File: src/design/wtsc_pkg.sv
`default_nettype none

package wtsc_pkg;

    // Request kinds carried in the op field.
    localparam logic [1:0] OP_TICK       = 2'd0;
    localparam logic [1:0] OP_REG_WRITE  = 2'd1;
    localparam logic [1:0] OP_WAVE_WRITE = 2'd2;

    // Channel register offsets.
    localparam logic [2:0] REG_DAC      = 3'd0;
    localparam logic [2:0] REG_VOLUME   = 3'd2;
    localparam logic [2:0] REG_FREQ_LO  = 3'd3;
    localparam logic [2:0] REG_FREQ_HI  = 3'd4;

    localparam int TIMER_W    = 14;
    localparam int POS_W      = 5;
    localparam int FREQ_W     = 11;
    localparam int WAVE_BYTES = 16;

    typedef struct packed {
        logic [1:0] op;
        logic [2:0] reg_offset;
        logic [3:0] wave_index;
        logic [7:0] write_data;
        logic [7:0] elapsed_cycles;
    } item_t;

    typedef struct packed {
        logic [3:0]       sample;
        logic [POS_W-1:0] wave_position;
    } result_t;

    // Period in cycles: (2048 - frequency) * 4, which always fits in 14 bits.
    function automatic logic [TIMER_W-1:0] period_of(input logic [FREQ_W-1:0] freq);
        logic [FREQ_W:0] steps;
        steps = 12'd2048 - {1'b0, freq};
        return {steps, 2'b00};
    endfunction

    // Volume code 0 mutes, 1 is full level, 2 is half, 3 is a quarter.
    function automatic logic [3:0] vol_scale(input logic [3:0] nib, input logic [1:0] vol);
        logic [3:0] res;
        res = 4'd0;
        case (vol)
            2'd0: res = 4'd0;
            2'd1: res = nib;
            2'd2: res = {1'b0, nib[3:1]};
            default: res = {2'b00, nib[3:2]};
        endcase
        return res;
    endfunction

endpackage

`default_nettype wire

File: src/design/wtsc_in_reg.sv
`default_nettype none

module wtsc_in_reg (
    input  wire               aclk,
    input  wire               aresetn,
    input  wire               s_valid,
    output logic              s_ready,
    input  wtsc_pkg::item_t   s_item,
    output logic              item_valid,
    output wtsc_pkg::item_t   item,
    input  wire               item_consume
);

    logic            valid_reg;
    logic            valid_next;
    wtsc_pkg::item_t item_reg;

    // The slot takes a new request when it is empty or drained this cycle.
    assign s_ready = !valid_reg || item_consume;

    always_comb begin
        valid_next = valid_reg;
        if (s_valid && s_ready) begin
            valid_next = 1'b1;
        end else if (item_consume) begin
            valid_next = 1'b0;
        end
    end

    always_ff @(posedge aclk) begin
        if (!aresetn) begin
            valid_reg <= 1'b0;
        end else begin
            valid_reg <= valid_next;
        end
    end

    always_ff @(posedge aclk) begin
        if (s_valid && s_ready) begin
            item_reg <= s_item;
        end
    end

    assign item_valid = valid_reg;
    assign item       = item_reg;

endmodule

`default_nettype wire

File: src/design/wtsc_core.sv
`default_nettype none

module wtsc_core (
    input  wire                aclk,
    input  wire                aresetn,
    input  wire                item_valid,
    input  wtsc_pkg::item_t    item,
    output logic               item_consume,
    input  wire                out_free,
    output logic               res_valid,
    output wtsc_pkg::result_t  res
);

    localparam int TW = wtsc_pkg::TIMER_W;
    localparam int PW = wtsc_pkg::POS_W;
    localparam int FW = wtsc_pkg::FREQ_W;

    logic [7:0]    wave_reg [wtsc_pkg::WAVE_BYTES];
    logic [TW-1:0] timer_reg, timer_next;
    logic [PW-1:0] pos_reg, pos_next;
    logic          en_reg, en_next;
    logic          dac_reg, dac_next;
    logic [1:0]    vol_reg, vol_next;
    logic [FW-1:0] freq_reg, freq_next;
    logic          trig_reg, trig_next;

    logic          tick_fire;
    logic          reg_fire;
    logic          wave_fire;
    logic [TW-1:0] period;
    logic [TW-1:0] t_start;
    logic [TW-1:0] t_count;
    logic [TW-1:0] t_reload;
    logic [TW-1:0] n_ext;
    logic [7:0]    overshoot;
    logic [PW-1:0] pos_tick;
    logic          en_tick;
    logic [7:0]    cur_byte;
    logic [3:0]    nib;

    assign tick_fire    = item_valid && (item.op == wtsc_pkg::OP_TICK) && out_free;
    assign reg_fire     = item_valid && (item.op == wtsc_pkg::OP_REG_WRITE);
    assign wave_fire    = item_valid && (item.op == wtsc_pkg::OP_WAVE_WRITE);
    assign item_consume = item_valid && ((item.op != wtsc_pkg::OP_TICK) || out_free);

    // Tick datapath: trigger load, countdown, then reload and position advance on expiry.
    always_comb begin
        period    = wtsc_pkg::period_of(freq_reg);
        t_start   = trig_reg ? period : timer_reg;
        n_ext     = {{(TW-8){1'b0}}, item.elapsed_cycles};
        overshoot = 8'd0;
        t_count   = t_start;
        if (t_start != '0) begin
            if (t_start < n_ext) begin
                overshoot = item.elapsed_cycles - t_start[7:0];
                t_count   = '0;
            end else begin
                t_count = t_start - n_ext;
            end
        end
        t_reload = t_count;
        pos_tick = pos_reg;
        if (t_count == '0) begin
            t_reload = (period > {{(TW-8){1'b0}}, overshoot}) ?
                       period - {{(TW-8){1'b0}}, overshoot} : '0;
            pos_tick = pos_reg + {{(PW-1){1'b0}}, 1'b1};
        end
        en_tick  = en_reg || trig_reg;
        cur_byte = wave_reg[pos_tick[PW-1:1]];
        nib      = pos_tick[0] ? cur_byte[3:0] : cur_byte[7:4];
    end

    always_comb begin
        timer_next = timer_reg;
        pos_next   = pos_reg;
        en_next    = en_reg;
        dac_next   = dac_reg;
        vol_next   = vol_reg;
        freq_next  = freq_reg;
        trig_next  = trig_reg;
        if (tick_fire) begin
            timer_next = t_reload;
            pos_next   = pos_tick;
            en_next    = en_tick;
            trig_next  = 1'b0;
        end
        if (reg_fire) begin
            unique case (item.reg_offset)
                wtsc_pkg::REG_DAC:     dac_next = item.write_data[7];
                wtsc_pkg::REG_VOLUME:  vol_next = item.write_data[6:5];
                wtsc_pkg::REG_FREQ_LO: freq_next = {freq_reg[FW-1:8], item.write_data};
                wtsc_pkg::REG_FREQ_HI: begin
                    trig_next = item.write_data[7];
                    freq_next = {item.write_data[2:0], freq_reg[7:0]};
                end
                default: ;
            endcase
        end
    end

    always_ff @(posedge aclk) begin
        if (!aresetn) begin
            timer_reg <= '0;
            pos_reg   <= '0;
            en_reg    <= 1'b0;
            dac_reg   <= 1'b0;
            vol_reg   <= 2'd0;
            freq_reg  <= '0;
            trig_reg  <= 1'b0;
        end else begin
            timer_reg <= timer_next;
            pos_reg   <= pos_next;
            en_reg    <= en_next;
            dac_reg   <= dac_next;
            vol_reg   <= vol_next;
            freq_reg  <= freq_next;
            trig_reg  <= trig_next;
        end
    end

    always_ff @(posedge aclk) begin
        if (!aresetn) begin
            for (int i = 0; i < wtsc_pkg::WAVE_BYTES; i++) begin
                wave_reg[i] <= 8'd0;
            end
        end else if (wave_fire) begin
            wave_reg[item.wave_index] <= item.write_data;
        end
    end

    assign res_valid         = tick_fire;
    assign res.wave_position = pos_tick;
    assign res.sample        = (en_tick && dac_reg) ? wtsc_pkg::vol_scale(nib, vol_reg) : 4'd0;

`ifndef NO_ASSERTIONS
    a_trig_enables: assert property (@(posedge aclk) disable iff (!aresetn)
        tick_fire && trig_reg |=> en_reg && !trig_reg)
        else $error("pending trigger did not enable the channel");

    a_en_sticky: assert property (@(posedge aclk) disable iff (!aresetn)
        !$fell(en_reg))
        else $error("channel enable dropped without reset");

    a_pos_only_tick: assert property (@(posedge aclk) disable iff (!aresetn)
        aresetn && !tick_fire |=> $stable(pos_reg))
        else $error("sample position moved without a tick");

    a_consume_reg: assert property (@(posedge aclk) disable iff (!aresetn)
        tick_fire |-> item_consume)
        else $error("tick produced a result without being consumed");
`endif

endmodule

`default_nettype wire

File: src/design/wtsc_out_reg.sv
`default_nettype none

module wtsc_out_reg (
    input  wire                aclk,
    input  wire                aresetn,
    input  wire                res_valid,
    input  wtsc_pkg::result_t  res,
    output logic               out_free,
    output logic               m_valid,
    input  wire                m_ready,
    output wtsc_pkg::result_t  m_res
);

    logic              valid_reg;
    logic              valid_next;
    wtsc_pkg::result_t res_reg;

    assign out_free = !valid_reg || m_ready;

    always_comb begin
        valid_next = valid_reg;
        if (res_valid) begin
            valid_next = 1'b1;
        end else if (m_ready) begin
            valid_next = 1'b0;
        end
    end

    always_ff @(posedge aclk) begin
        if (!aresetn) begin
            valid_reg <= 1'b0;
        end else begin
            valid_reg <= valid_next;
        end
    end

    always_ff @(posedge aclk) begin
        if (res_valid) begin
            res_reg <= res;
        end
    end

    assign m_valid = valid_reg;
    assign m_res   = res_reg;

endmodule

`default_nettype wire

File: src/design/wave_table_sound_channel.sv
// Wave-table sound channel. Each request is a tick of N elapsed cycles, a
// channel register write or a wave-table byte write; only ticks return a
// result (the scaled sample and the sample position after the tick). The
// block takes one request per cycle unless a tick waits for the output
// register: a request passes an input register, the whole timer and sample
// update runs combinationally against the channel state, and the result
// lands in an output register, which drives the result port. A tick waits
// in the input register only while the output register is full and not
// being taken; writes never wait.
`default_nettype none

module wave_table_sound_channel (
    input  wire        aclk,
    input  wire        aresetn,
    input  wire        s_valid,
    output logic       s_ready,
    input  wire [1:0]  s_op,
    input  wire [2:0]  s_reg_offset,
    input  wire [3:0]  s_wave_index,
    input  wire [7:0]  s_write_data,
    input  wire [7:0]  s_elapsed_cycles,
    output logic       m_valid,
    input  wire        m_ready,
    output logic [3:0] m_sample,
    output logic [4:0] m_wave_position
);

    wtsc_pkg::item_t   s_item;
    wtsc_pkg::item_t   item;
    wtsc_pkg::result_t res;
    wtsc_pkg::result_t m_res;
    logic              item_valid;
    logic              item_consume;
    logic              out_free;
    logic              res_valid;

    // Gather the request fields into one bundle for the input register.
    assign s_item.op             = s_op;
    assign s_item.reg_offset     = s_reg_offset;
    assign s_item.wave_index     = s_wave_index;
    assign s_item.write_data     = s_write_data;
    assign s_item.elapsed_cycles = s_elapsed_cycles;

    wtsc_in_reg u_in_reg (
        .aclk         (aclk),
        .aresetn      (aresetn),
        .s_valid      (s_valid),
        .s_ready      (s_ready),
        .s_item       (s_item),
        .item_valid   (item_valid),
        .item         (item),
        .item_consume (item_consume)
    );

    // The core holds all channel state and the wave table, and retires the
    // request held in the input register; a tick waits for a free output register.
    wtsc_core u_core (
        .aclk         (aclk),
        .aresetn      (aresetn),
        .item_valid   (item_valid),
        .item         (item),
        .item_consume (item_consume),
        .out_free     (out_free),
        .res_valid    (res_valid),
        .res          (res)
    );

    wtsc_out_reg u_out_reg (
        .aclk      (aclk),
        .aresetn   (aresetn),
        .res_valid (res_valid),
        .res       (res),
        .out_free  (out_free),
        .m_valid   (m_valid),
        .m_ready   (m_ready),
        .m_res     (m_res)
    );

    assign m_sample        = m_res.sample;
    assign m_wave_position = m_res.wave_position;

endmodule

`default_nettype wire
File: config.mk
export PLATFORM = sky130hd
export DESIGN_NAME = wave_table_sound_channel
export DESIGN_NICKNAME = d
export VERILOG_FILES = /design/src/design/wtsc_pkg.sv /design/src/design/wtsc_in_reg.sv /design/src/design/wtsc_core.sv /design/src/design/wtsc_out_reg.sv /design/src/design/wave_table_sound_channel.sv
export SDC_FILE = /design/constraint.sdc
export NUM_CORES = 1
export LEC_CHECK = 0
export ABC_AREA = 1
export BUFFER_PORTS_ARGS = -buffer_cell sky130_fd_sc_hd__buf_2
export CAP_MARGIN = 40
export CORE_ASPECT_RATIO = 1.5
export CORE_MARGIN = 2
export CORE_UTILIZATION = 65
export DETAILED_ROUTE_END_ITERATION = 6
export PLACE_DENSITY = 0.85
export SLEW_MARGIN = 20
export SYNTH_ARGS = -nofsm -noshare
export SYNTH_HDL_FRONTEND = slang
export SYNTH_HIERARCHICAL = 1
export SYNTH_SLANG_ARGS = --single-unit
File: constraint.sdc
create_clock -name aclk -period 8.4 [get_ports aclk]
set_input_delay 1.68 -clock aclk [delete_from_list [all_inputs] [get_ports aclk]]
set_output_delay 1.68 -clock aclk [all_outputs]
set_load 0.005 [all_outputs]
==> qor.txt <==
status -> complete, no violations
Routed Antenna Nets -> 0
sequential area share after synthesis -> 52.4%
Rows -> 57
die height -> 161 um
total chip power -> 2.59 mW
final hold vios -> 0
Worst EP arrival -> 5.76 ns
grt total ovfl -> 0
GR Util All Layers -> 31.8%
core footprint -> 16200 um^2
cts hold-fix bufs -> 0
endpoints failing setup -> 0
critical path class -> flop to flop
cell with the most instances on the worst path -> nand3_1
Slew headroom -> 42.2%
vias in the first global route -> 8447
setup tns final -> 0 ns
main area contributors after synthesis -> edfxtp_1, nand2_1, nand3_1
Crit-path slowest cell -> nand2_2
Max H-tree Level -> 4
Synth top area share -> 45.5%
post-CTS setup buffers -> 0
share of layout cells above drive strength 1 -> 12.2%
number of enable flip-flop cells after synthesis -> 162
drt total wl -> 27.2 mm
clock root cell -> clkbuf_16
DRC violations left -> 0
Final Worst Setup Slack -> 2.92 ns
wire per inst -> 18.7 um
Clock Latency Late Sink -> 0.43 ns
max reg flops -> 128
Distinct cells, synth -> 49
Cells after Synth -> 1219
Seq cells post-synth -> 199
Syn Nets -> 1274
dpl ws -> 2.73 ns
die area -> 17500 um^2
dominant synthesized flop cell -> edfxtp_1
fillcell total -> 1186
largest area contributor in the netlist -> edfxtp_1
DR iter-0 viols -> 738
global-route wire length before repair -> 41.7 mm
Post-Place Cell Area -> 10900 um^2
routability cong. -> 0.953
Clock Tree Buf Depth -> 2
I/O Pins -> 40
Layout Nets -> 1292
Hold Path Class -> flop to flop
post-DP HPWL -> 18.7 mm
Buffers & Inverters on Critical Path -> 5
PwrDens -> 226 nW/um^2
leakage -> 4.94 nW
CTS tree -> done
final worst-path cycle share -> 65.2%
family with the most delay on the worst path -> simple AND/OR/NAND/NOR gates
Peak VDD IR -> 0.000129 V
Clock Skew -> 0.0132 ns
multi-input logic area -> 4370 um^2
RSZ-0062 raised after global routing -> no
CP max stage delay -> 0.59 ns
YS warnings -> 6
clk slew on worst S/H paths -> 0.08 ns
Max Clk Rate -> 183 MHz
Resized cells post-CTS -> 0
final critical-path required period -> 5.48 ns
Syn-to-layout area delta -> 7.25%
CTS Buf Count -> 17
via count -> 8691
startpoint types -> flop
Initial Utilization -> 66.1%
antenna violations before repair -> 0
Worst-Margin Slew -> 0.867 ns
Final Cell Area -> 11500 um^2
PortBufs -> 39
Mapped Avg Cell Area -> 8.78 um^2
vias per cell -> 5.97
maximum number of pins on one net before global-route repair -> 65
Cell Area, Synth -> 10700 um^2
n_diodes -> 0
worst-path maximum fanout -> 34
max cap viols -> 0
Synth async-reset ratio -> 0%
Clock Sink Count -> 199
First-pass DRT Iterations -> 6
Crit path required time -> 8.68 ns
Slew Limit Fails -> 0
Seq. cell area -> 5610 um^2
crit end category -> flop
width of the die -> 109 um
-- kinds of logic after synthesis --
kind of cell / after synthesis / synth area share [%]
xor gates and xnor gates: 16 / 1.38
AOI/OAI and AO/OA: 129 / 7.16
buffers and inverters: 160 / 6.76
DFF: 199 / 52.4
adders and majority gates: 26 / 3.18
and+or+nand+nor: 689 / 29.1
-- cell type report --
cell class	count	share of cell area, %
clock buffers	19	3.77
inverters	115	3.82
repair buffers	44	2.06
well taps	206	2.25
flip-flops and latches	199	48.8
multi-input cells	860	38.1
clock inverters	13	1.13
-- routing by layer --
metal	GRT usage [%]	part of all wire (%)
met5	0	0
met4	21.3	7.6
met3	4.64	5.8
met2	58.7	53
met1	32.1	33
-- final timing paths --
check	cells after the start	from	slack, ns	endpoint
min reg2reg	2	u_core/timer_reg[3]	0.49	u_core/timer_reg[3]
max reg2reg	27	u_core/trig_reg	2.92	u_out_reg/m_res[7]
min	2	u_core/timer_reg[3]	0.49	u_core/timer_reg[3]
max	27	u_core/trig_reg	2.92	u_out_reg/m_res[7]
-- synth_stat cells (7+ instances only) --
cell type,number
o21ai_0,39
nand2_1,279
buf_6,7
a21oi_1,40
a211oi_1,10
nor2_1,168
nor3_1,7
ha_1,24
xor2_1,11
buf_4,12
inv_1,99
nand2_2,13
edfxtp_1,162
dfxtp_1,37
inv_2,7
nor2_2,8
nand3_2,10
nand3_1,166
clkbuf_1,19
a31oi_1,13
or2_2,13
-- cells in the final DEF (no fill, tap or decap), drive strengths merged, types with 4 or more instances in the layout --
master / count
nand2: 298
nor2: 182
nand3: 179
edfxtp: 162
inv: 116
o21ai: 48
buf: 44
a21oi: 44
dfxtp: 37
ha: 24
clkbuf: 19
or2: 13
a31oi: 13
xor2: 12
a211oi: 10
clkinv: 9
nor3: 7
nand4: 5
o211ai: 5
xnor2: 4
-- stage by stage --
stage                     hold WS (ns)  cells  util (%)
after floorplan                  0.432   1219         -
after global placement           0.458   1422      67.3
after detailed placement         0.477   1422      67.3
after CTS                        0.491   1454      70.8
after global routing             0.504   1456      70.9
final                            0.489   1456      70.9
-- power by group --
part	total [mW]	switching (mW)	leakage (nW)	internal [mW]
registers	1.12	0.0173	1.94	1.10
logic	0.691	0.493	2.74	0.198
clock network	0.781	0.386	0.267	0.395
total	2.59	0.896	4.94	1.70
-- worst min-delay path, delay by kind of cell, from the launching register on --
family          cells  cell delay, ns
compound gates      1            0.07
buf+inv             1            0.07
flops               1            0.31
Note: power is estimated with default switching activity, not from simulation.
